$ cat config.mk
export PLATFORM = sky130hd
export DESIGN_NAME = crc16_seeded_mask_sealer_core_flat
export DESIGN_NICKNAME = d
export VERILOG_FILES = /design/src/sv/cmss_pkg.sv /design/src/sv/cmss_in_if.sv /design/src/sv/cmss_out_if.sv /design/src/sv/cmss_step.sv /design/src/sv/crc16_seeded_mask_sealer_core.sv /design/src/flat_wrapper.sv
export SDC_FILE = /design/constraint.sdc
export NUM_CORES = 1
export LEC_CHECK = 0
export ABC_AREA = 1
export BUFFER_PORTS_ARGS = -buffer_cell sky130_fd_sc_hd__buf_2
export CORE_MARGIN = 8
export CORE_UTILIZATION = 25
export CTS_BUF_LIST = sky130_fd_sc_hd__clkbuf_2 sky130_fd_sc_hd__clkbuf_4 sky130_fd_sc_hd__clkbuf_8
export DETAILED_ROUTE_END_ITERATION = 10
export SYNTH_ARGS = -nofsm -noshare
export SYNTH_HDL_FRONTEND = slang
export SYNTH_SLANG_ARGS = --single-unit
$ cat constraint.sdc
create_clock -name clk_i -period 2.3 [get_ports clk_i]
set_input_delay 0.115 -clock clk_i [delete_from_list [all_inputs] [get_ports clk_i]]
set_output_delay 0.115 -clock clk_i [all_outputs]
set_load 0.05 [all_outputs]
$ cat src/sv/cmss_pkg.sv
package cmss_pkg;

  typedef enum logic [1:0] {
    FUNC_ABSORB = 2'd0,
    FUNC_SEED   = 2'd1,
    FUNC_MASK   = 2'd2
  } func_e;

  localparam logic [15:0] CrcPoly   = 16'h1021;
  localparam int unsigned HighShift = 31;
  localparam int unsigned LowShift  = 12;
  localparam int unsigned FoldShift = 20;

  typedef struct packed {
    logic [1:0]  func;
    logic [7:0]  data_byte;
    logic [31:0] stored_word;
  } seal_item_t;

  typedef struct packed {
    logic [15:0] crc;
    logic [31:0] low;
    logic [31:0] high;
    logic        pass;
  } seal_state_t;

  typedef struct packed {
    logic [15:0] crc_value;
    logic [31:0] mask_word;
    logic        word_match;
    logic        all_match;
  } seal_res_t;

  // CRC-16/XMODEM, one byte, MSB first.
  function automatic logic [15:0] crc_absorb(logic [15:0] crc, logic [7:0] byte_v);
    logic [15:0] c;
    c = crc ^ {byte_v, 8'h00};
    for (int i = 0; i < 8; i++) begin
      if (c[15]) begin
        c = (c << 1) ^ CrcPoly;
      end else begin
        c = c << 1;
      end
    end
    return c;
  endfunction

  function automatic logic [31:0] mask_next_low(logic [31:0] lo, logic [31:0] hi);
    logic [31:0] nx;
    nx = ((hi << HighShift) | (lo >> 1)) ^ (lo << LowShift);
    return nx ^ (nx >> FoldShift);
  endfunction

  function automatic logic [31:0] mask_next_high(logic [31:0] lo, logic [31:0] hi);
    return {hi[30:0], lo[0]};
  endfunction

endpackage

$ cat src/sv/cmss_in_if.sv
interface cmss_in_if;
  logic        valid;
  logic        ready;
  logic [1:0]  func;
  logic [7:0]  data_byte;
  logic [31:0] stored_word;

  modport source (output valid, output func, output data_byte, output stored_word,
                  input ready);
  modport sink (input valid, input func, input data_byte, input stored_word,
                output ready);
endinterface

$ cat src/sv/cmss_out_if.sv
interface cmss_out_if;
  logic        valid;
  logic        ready;
  logic [15:0] crc_value;
  logic [31:0] mask_word;
  logic        word_match;
  logic        all_match;

  modport source (output valid, output crc_value, output mask_word, output word_match,
                  output all_match, input ready);
  modport sink (input valid, input crc_value, input mask_word, input word_match,
                input all_match, output ready);
endinterface

$ cat src/sv/cmss_step.sv
module cmss_step import cmss_pkg::*; (
  input  seal_item_t  item_i,
  input  seal_state_t state_i,
  output seal_state_t state_o,
  output seal_res_t   res_o
);

  logic [31:0] gen_low;
  logic        gen_match;

  assign gen_low   = mask_next_low(state_i.low, state_i.high);
  assign gen_match = (gen_low == item_i.stored_word);

  always_comb begin
    state_o = state_i;
    res_o.crc_value  = state_i.crc;
    res_o.mask_word  = state_i.low;
    res_o.word_match = 1'b0;
    unique case (func_e'(item_i.func))
      FUNC_ABSORB: begin
        state_o.crc     = crc_absorb(state_i.crc, item_i.data_byte);
        res_o.crc_value = state_o.crc;
      end
      FUNC_SEED: begin
        state_o.low     = {state_i.crc, state_i.crc};
        state_o.high    = {state_i.crc, state_i.crc};
        state_o.crc     = '0;
        state_o.pass    = 1'b1;
        res_o.mask_word = {state_i.crc, state_i.crc};
      end
      FUNC_MASK: begin
        state_o.low      = gen_low;
        state_o.high     = mask_next_high(state_i.low, state_i.high);
        state_o.pass     = state_i.pass & gen_match;
        res_o.mask_word  = gen_low;
        res_o.word_match = gen_match;
      end
      default: begin
      end
    endcase
    res_o.all_match = state_o.pass;
  end

endmodule

$ cat src/sv/crc16_seeded_mask_sealer_core.sv
// Channel  | Dir | Word
// ---------+-----+-----------------------------------------------------
// in_i     | in  | func, data_byte, stored_word
// out_o    | out | crc_value, mask_word, word_match, all_match
//
// One word per cycle sustained while the result side is ready; an accepted
// word is held in the input register, then moves into the result register,
// with the CRC/mask step evaluated between them. State (CRC, mask words,
// pass flag) updates as a word moves into the result register, so the next
// word sees it without a bubble. Reset clears CRC and mask words and sets the pass flag.
// A stalled result holds; the input register still fills behind it.
module crc16_seeded_mask_sealer_core import cmss_pkg::*; (
  input  logic       clk_i,
  input  logic       rst_ni,
  cmss_in_if.sink    in_i,
  cmss_out_if.source out_o
);

  logic        s1_valid_q;
  seal_item_t  item_q;
  logic        out_valid_q;
  seal_res_t   res_q;
  seal_state_t state_q;
  seal_state_t state_d;
  seal_res_t   res_d;
  logic        s1_move;
  logic        in_fire;

  assign s1_move    = s1_valid_q && (!out_valid_q || out_o.ready);
  assign in_i.ready = !s1_valid_q || s1_move;
  assign in_fire    = in_i.valid && in_i.ready;

  cmss_step u_step (
    .item_i  (item_q),
    .state_i (state_q),
    .state_o (state_d),
    .res_o   (res_d)
  );

  always_ff @(posedge clk_i or negedge rst_ni) begin
    if (!rst_ni) begin
      s1_valid_q  <= 1'b0;
      out_valid_q <= 1'b0;
      state_q     <= '{crc: '0, low: '0, high: '0, pass: 1'b1};
    end else begin
      if (in_fire) begin
        s1_valid_q <= 1'b1;
      end else if (s1_move) begin
        s1_valid_q <= 1'b0;
      end
      if (s1_move) begin
        out_valid_q <= 1'b1;
        state_q     <= state_d;
      end else if (out_o.ready) begin
        out_valid_q <= 1'b0;
      end
    end
  end

  always_ff @(posedge clk_i) begin
    if (in_fire) begin
      item_q <= '{func: in_i.func, data_byte: in_i.data_byte,
                  stored_word: in_i.stored_word};
    end
    if (s1_move) begin
      res_q <= res_d;
    end
  end

  assign out_o.valid      = out_valid_q;
  assign out_o.crc_value  = res_q.crc_value;
  assign out_o.mask_word  = res_q.mask_word;
  assign out_o.word_match = res_q.word_match;
  assign out_o.all_match  = res_q.all_match;

endmodule

$ cat src/flat_wrapper.sv
// flat-port wrapper written by rule: the top's interface ports become plain ports
module crc16_seeded_mask_sealer_core_flat import cmss_pkg::*;
  (clk_i, rst_ni, in_i_valid, in_i_func, in_i_data_byte, in_i_stored_word, in_i_ready, out_o_valid, out_o_crc_value, out_o_mask_word, out_o_word_match, out_o_all_match, out_o_ready);
  cmss_in_if in_i_i ();
  cmss_out_if out_o_i ();
  input  logic clk_i;
  input  logic rst_ni;
  input wire logic [$bits(in_i_i.valid)-1:0] in_i_valid;
  input wire logic [$bits(in_i_i.func)-1:0] in_i_func;
  input wire logic [$bits(in_i_i.data_byte)-1:0] in_i_data_byte;
  input wire logic [$bits(in_i_i.stored_word)-1:0] in_i_stored_word;
  output wire logic [$bits(in_i_i.ready)-1:0] in_i_ready;
  output wire logic [$bits(out_o_i.valid)-1:0] out_o_valid;
  output wire logic [$bits(out_o_i.crc_value)-1:0] out_o_crc_value;
  output wire logic [$bits(out_o_i.mask_word)-1:0] out_o_mask_word;
  output wire logic [$bits(out_o_i.word_match)-1:0] out_o_word_match;
  output wire logic [$bits(out_o_i.all_match)-1:0] out_o_all_match;
  input wire logic [$bits(out_o_i.ready)-1:0] out_o_ready;
  assign in_i_i.valid = in_i_valid;
  assign in_i_i.func = in_i_func;
  assign in_i_i.data_byte = in_i_data_byte;
  assign in_i_i.stored_word = in_i_stored_word;
  assign in_i_ready = in_i_i.ready;
  assign out_o_valid = out_o_i.valid;
  assign out_o_crc_value = out_o_i.crc_value;
  assign out_o_mask_word = out_o_i.mask_word;
  assign out_o_word_match = out_o_i.word_match;
  assign out_o_all_match = out_o_i.all_match;
  assign out_o_i.ready = out_o_ready;
  crc16_seeded_mask_sealer_core u_core (.clk_i(clk_i), .rst_ni(rst_ni), .in_i(in_i_i), .out_o(out_o_i));
endmodule
-- Yosys cells after proc, flatten, opt, wreduce, memory -nomap -nowiden
Index checks and enable logic that the tools add are counted.
- flip-flop bits (word level): 174
- bits of input ports: 46
- output and inout port bits: 52
- word-level logic and storage cells: 65
- equality and inequality tests: 3
- muxes and demuxes: 23
- bitwise logic cells: 13
- reduce and logical (&&, ||, !) cells: 13
- operator list (cell ; count):
    $pmux 65 s2 ; 1
    $mux 16 ; 8
    $mux 13 ; 8
    $pmux 32 s2 ; 1
    $eq 32x32->1 ; 1
    $or 32x31->32 ; 1
    $pmux 16 s2 ; 1
    $xor 32x12->32 ; 1
    $xor 32x32->32 ; 1
    $not 3->3 ; 8
    $xor 16x16->16 ; 1
    $reduce_bool 2->1 ; 4
    $mux 1 ; 4
    $reduce_and 2->1 ; 2
    $eq 2x1->1 const B ; 1
    $eq 2x2->1 const B ; 1
    $logic_and 1x1->1 ; 2
    $logic_not 1->1 ; 2
    $logic_not 2->1 ; 1
    $logic_or 1x1->1 ; 2
    $and 1x1->1 ; 1

-- Logic depth before layout (Yosys ltp)
- word-level depth: 25
- gate-level depth with buffers: 16
- mapped depth without buffers: 16

-- By module
From an unflattened synthesis, not the netlist that was laid out.
- cell total of the unflattened synthesis: 1065
- area, all modules: 9058.7 sq um
- by module, submodules not included (module ; times used ; cells each ; area each (sq um) ; sequential area each (sq um)):
    crc16_seeded_mask_sealer_core ; 1 ; 454 ; 6077.1 ; 4840.9
    cmss_step ; 1 ; 611 ; 2981.6 ; 0.0

-- Worst setup path before layout
No wires, ideal clock.
- path type: register to register
- start point: register u_core.out_valid_q, in the netlist u_core.out_o.valid
- end point: register u_core.state_q[54] (netlist bit)
- library setup time: 133 ps
- arrival: 2564 ps
- required time: 2167 ps
- setup slack: -397 ps
- cell stages (with the launch flop): 9
- buffers on the path: 2
- period minus slack after synthesis: 2697 ps
- cells stage by stage: dfrtp_1 nand2_1 nand2_1 inv_1 nand2_1 buf_2 buf_2 nor2_1 a21oi_1
- cells in the longest elaborated chain, start to end: 4
- RTL lines (item ; line ; text):
    from (decl) ; crc16_seeded_mask_sealer_core.sv:21 ; logic out_valid_q;
    from (signal assigned) ; crc16_seeded_mask_sealer_core.sv:43 ; out_valid_q <= 1'b0;
    from (signal assigned) ; crc16_seeded_mask_sealer_core.sv:52 ; out_valid_q <= 1'b1;
    from (signal assigned) ; crc16_seeded_mask_sealer_core.sv:55 ; out_valid_q <= 1'b0;
    $logic_not 1->1 ; crc16_seeded_mask_sealer_core.sv:29 ; assign s1_move = s1_valid_q && (!out_valid_q || out_o.ready);
    $logic_or 1x1->1 ; crc16_seeded_mask_sealer_core.sv:29 ;
    $logic_and 1x1->1 ; crc16_seeded_mask_sealer_core.sv:29 ;
    named net u_core.s1_move ; crc16_seeded_mask_sealer_core.sv:26 ; logic s1_move;
    $reduce_and 2->1 (no source line) ; n/a ;
    to (signal assigned) ; crc16_seeded_mask_sealer_core.sv:44 ; state_q <= '{crc: '0, low: '0, high: '0, pass: 1'b1};
    to (signal assigned) ; crc16_seeded_mask_sealer_core.sv:53 ; state_q <= state_d;
    to (decl) ; crc16_seeded_mask_sealer_core.sv:23 ; seal_state_t state_q;
The timed path passes the listed nets, and every way through them passes these cells.
A chain may end at the register's enable or synchronous reset.

==> out/metrics.csv <==
stage,metric,value,unit
synthesis,synth.most_common_cell,nand2_1,
critical_path,arrival,2.26,ns
detailed_routing,vias,5469,
outcome,status,finished clean,
clock_network,cts_setup_buffers,0,
synthesis,avgSynthCellArea,9.42,um2
sta,fmax,0.538,GHz
placed_design,place_hpwl,15400,um
synthesis,synth_area_leader_cell,edfxtp_1,
synthesis,synth.top_cell.area_share,40.3,%
global_routing,grt_usage,12.6,%
floorplanning,die-area,33000,um2
synthesis,synth_compound_area_share,10.5,%
floorplanning,core-area,27000,um2
clock_network,cts_buffers,17,
detailed_routing,top_layer_used,met4,
floorplanning,fp.dieW,182,um
critical_path,cp-start-kind,flip-flop,
global_routing,grt_pass1_vias,5496,
synthesis,synthXorXnorAreaFrac,3.80,%
sta,tightest_slew,0.663,ns
detailed_routing,drt.antenna.violating_nets,0,
detailed_routing,wl_met1,9110,um
min_path,hp-class,in2async,
sta,hold_slack,0.230,ns
detailed_routing,dr_wl_met2,9390,um
synthesis,async_flop_share,36.1,%
critical_path,reg2reg_from,u_core.item_q[40]$_DFFE_PP_,
detailed_routing,finalWirelength,20300,um
global_routing,grt_pass1_wl,31800,um
detailed_routing,dr.pass1.iters,5,
run,drv_cap,0,
synthesis,yosys.cell_types.count,24,
floorplanning,row_count,60,
critical_path,r2r_cells,14,
cells_and_area,utilization,32.4,%
detailed_routing,routedWlPerCell,16.6,um
synthesis,synth_mux_area_share,0,%
placed_design,gp_congestion,0.890,
detailed_routing,vias_per_cell,4.46,
synthesis,ys_seq_elements,144,
pwr,vdd_drop_max,0.456,mV
synthesis,synth_top_family_by_area,simple AND/OR/NAND/NOR gates,
critical_path,r2r_setup_slack,0.44,ns
clock_network,cts_tree,yes,
synthesis,syn_nets,776,
pwr,p_leak,3.84,nW
global_routing,grt.overflow.total,0,
cells_and_area,diodes,0,
critical_path,path_class,reg2reg,
sta,fin_skew,0.0146,ns
floorplanning,chipHeight,182,um
clock_network,clkTransAtPathRegs,0.08,ns
floorplanning,boundaryPins,98,
sta,fin_crit_sh,80.8,%
cells_and_area,syn2layout_area_growth,27.4,%
synthesis,synthCells,727,
synthesis,yosys_warnings,0,
cells_and_area,n_fill_cell,2756,
synthesis,synth-edff-count,92,
clock_network,htree_levels,4,
sta,finalSetupViolations,0,
clock_network,root_buffer,clkbuf_8,
critical_path,endpoint_kind,flip-flop,
detailed_routing,remaining_drc_errors,0,
pwr,power.density,1350,nW/um2
clock_network,clkSinkCount,144,
synthesis,synth-simple-area-share,19.7,%
placed_design,dp.cells,1150,
synthesis,synthAdderAreaFrac,0.548,%
clock_network,worstSkewPairLatency,0.47,ns
cells_and_area,drive_gt1_share,22.0,%
global_routing,antenna_found_initial,0,
global_routing,grt_max_degree,68,
floorplanning,initial_core_util,25.4,%
sta,max-slew-margin-rel,55.8,%
synthesis,mappedNetlistArea,6850,um2
clock_network,cts_buffer_depth,2,
synthesis,yosysSeqAreaShare,59.3,%
critical_path,cp_max_fo,4,
cells_and_area,instances_no_fill,1227,
sta,drv_slew,0,
critical_path,crit_required,2.71,ns
placed_design,dp_slack,0.492,ns
cells_and_area,nets,922,
synthesis,synth_area_leaders,"edfxtp_1, dfrtp_1, nand2_1",
sta,hold_violations,0,
detailed_routing,wl_met3,1310,um
sta,fin_tns_setup,0,ns
placed_design,portBuffers,97,
sta,period_needed,1.86,ns
synthesis,synth_ff_type,edfxtp_1,
critical_path,timing.rr.end,u_core.state_q[0]$_DFFE_PN1P_,
sta,layout_setup_ws,0.441,ns
sta,rsz0062_at_grt,no,
synthesis,synth_common_cells,"nand2_1, edfxtp_1, o21ai_0",
detailed_routing,initialDrtViolationCount,458,
-- power by group --
part	internal, mW	total [mW]	leakage [nW]	switching (mW)
logic	1.54	5.27	2.10	3.73
clock network	1.32	2.32	0.229	1.00
registers	3.65	4.16	1.51	0.501
-- worst max path at each step --
stage                                    from                                   end  slack (ns)  depth (start not counted)
3_5_place_dp      u_core.item_q[40]$_DFFE_PP_         u_core.state_q[0]$_DFFE_PN1P_        0.49                         14
2_1_floorplan  u_core.out_o.valid$_DFFE_PN0P_        u_core.state_q[50]$_DFFE_PN0P_       0.004                          8
6_report          u_core.item_q[40]$_DFFE_PP_         u_core.state_q[0]$_DFFE_PN1P_        0.44                         14
3_3_place_gp      u_core.item_q[41]$_DFFE_PP_  u_core.out_o.mask_word[18]$_DFFE_PP_        0.58                          7
4_1_cts           u_core.item_q[40]$_DFFE_PP_         u_core.state_q[0]$_DFFE_PN1P_        0.46                         14
5_1_grt           u_core.item_q[40]$_DFFE_PP_         u_core.state_q[0]$_DFFE_PN1P_        0.19                         14
-- logic make-up (layout without fill, tap and decap cells) --
family | count (synthesis) | after routing
flops | 144 | 144
xor+xnor | 28 | 28
buf+inv | 109 | 268
compound gates | 132 | 132
fa+ha+maj | 3 | 3
simple gates | 311 | 311
-- cell usage in the layout (no fill, tap or decap), types with 3 or more instances in the layout --
| cell type | n |
|---|---|
| nand2_1 | 196 |
| buf_2 | 97 |
| edfxtp_1 | 92 |
| o21ai_0 | 68 |
| inv_1 | 65 |
| dfrtp_1 | 50 |
| dlygate4sd3_1 | 45 |
| o22ai_1 | 42 |
| nor2_1 | 34 |
| nand3_1 | 31 |
| nand2_2 | 25 |
| a21oi_1 | 21 |
| inv_2 | 17 |
| clkbuf_8 | 17 |
| nand3b_1 | 16 |
| xor2_1 | 14 |
| xnor2_1 | 12 |
| nor2_2 | 5 |
| bufinv_16 | 5 |
| buf_4 | 5 |
| buf_12 | 5 |
| clkinvlp_4 | 3 |
| clkinv_4 | 3 |
-- worst max-delay path, stage by stage (launching register included) --
cell	delay, ns
edfxtp_1	0.40
inv_1	0.10
ha_1	0.25
inv_1	0.08
o21ai_0	0.18
nand3_1	0.12
nor2_1	0.10
nand2_1	0.05
nor2_1	0.12
nand3_2	0.10
nand2_1	0.07
nand2_1	0.06
nand2_2	0.06
nand2_1	0.05
nand2_1	0.06
-- registers in the layout, indices dropped and copies added, names as in the netlist --
signal,flops
u_core.out_o.all_match,1
u_core.state_q,50
u_core.out_o.valid,1
u_core.out_o.crc_value,16
u_core.item_q,42
u_core.out_o.word_match,1
u_core.out_o.mask_word,32
u_core.s1_valid_q,1
-- final cells by class --
type,instances,area [um2],share of cell area (%)
inverter,84,323,3.70
timing repair buffer,152,1070,12.3
multi-input combinational,474,2380,27.2
clock inverter,13,210,2.41
sequential,144,4070,46.6
clock buffer,19,249,2.85
tap,341,427,4.89
-- metrics by stage --
step           instance area (um2)  power [mW]
2_1_floorplan                 6870        7.92
3_3_place_gp                  7820        9.32
3_5_place_dp                  7820        9.38
4_1_cts                       8720        11.8
5_1_grt                       8720        12.5
6_report                      8720        11.7
-- per-layer routing --
layer / GRT usage [%] / up-vias
met5: 0 / -
li1: - / 2715
met3: 3.43 / 29
met4: 5.18 / 0
met2: 19.9 / 168
met1: 16.2 / 2557
-- what timing repair did --
item | in CTS | in global routing
hold buffers | 45 | 0
resized for setup | 0 | 0
endpoints found under the hold margin | 68 | 0
No activity file was read; power rests on OpenSTA's default activity.
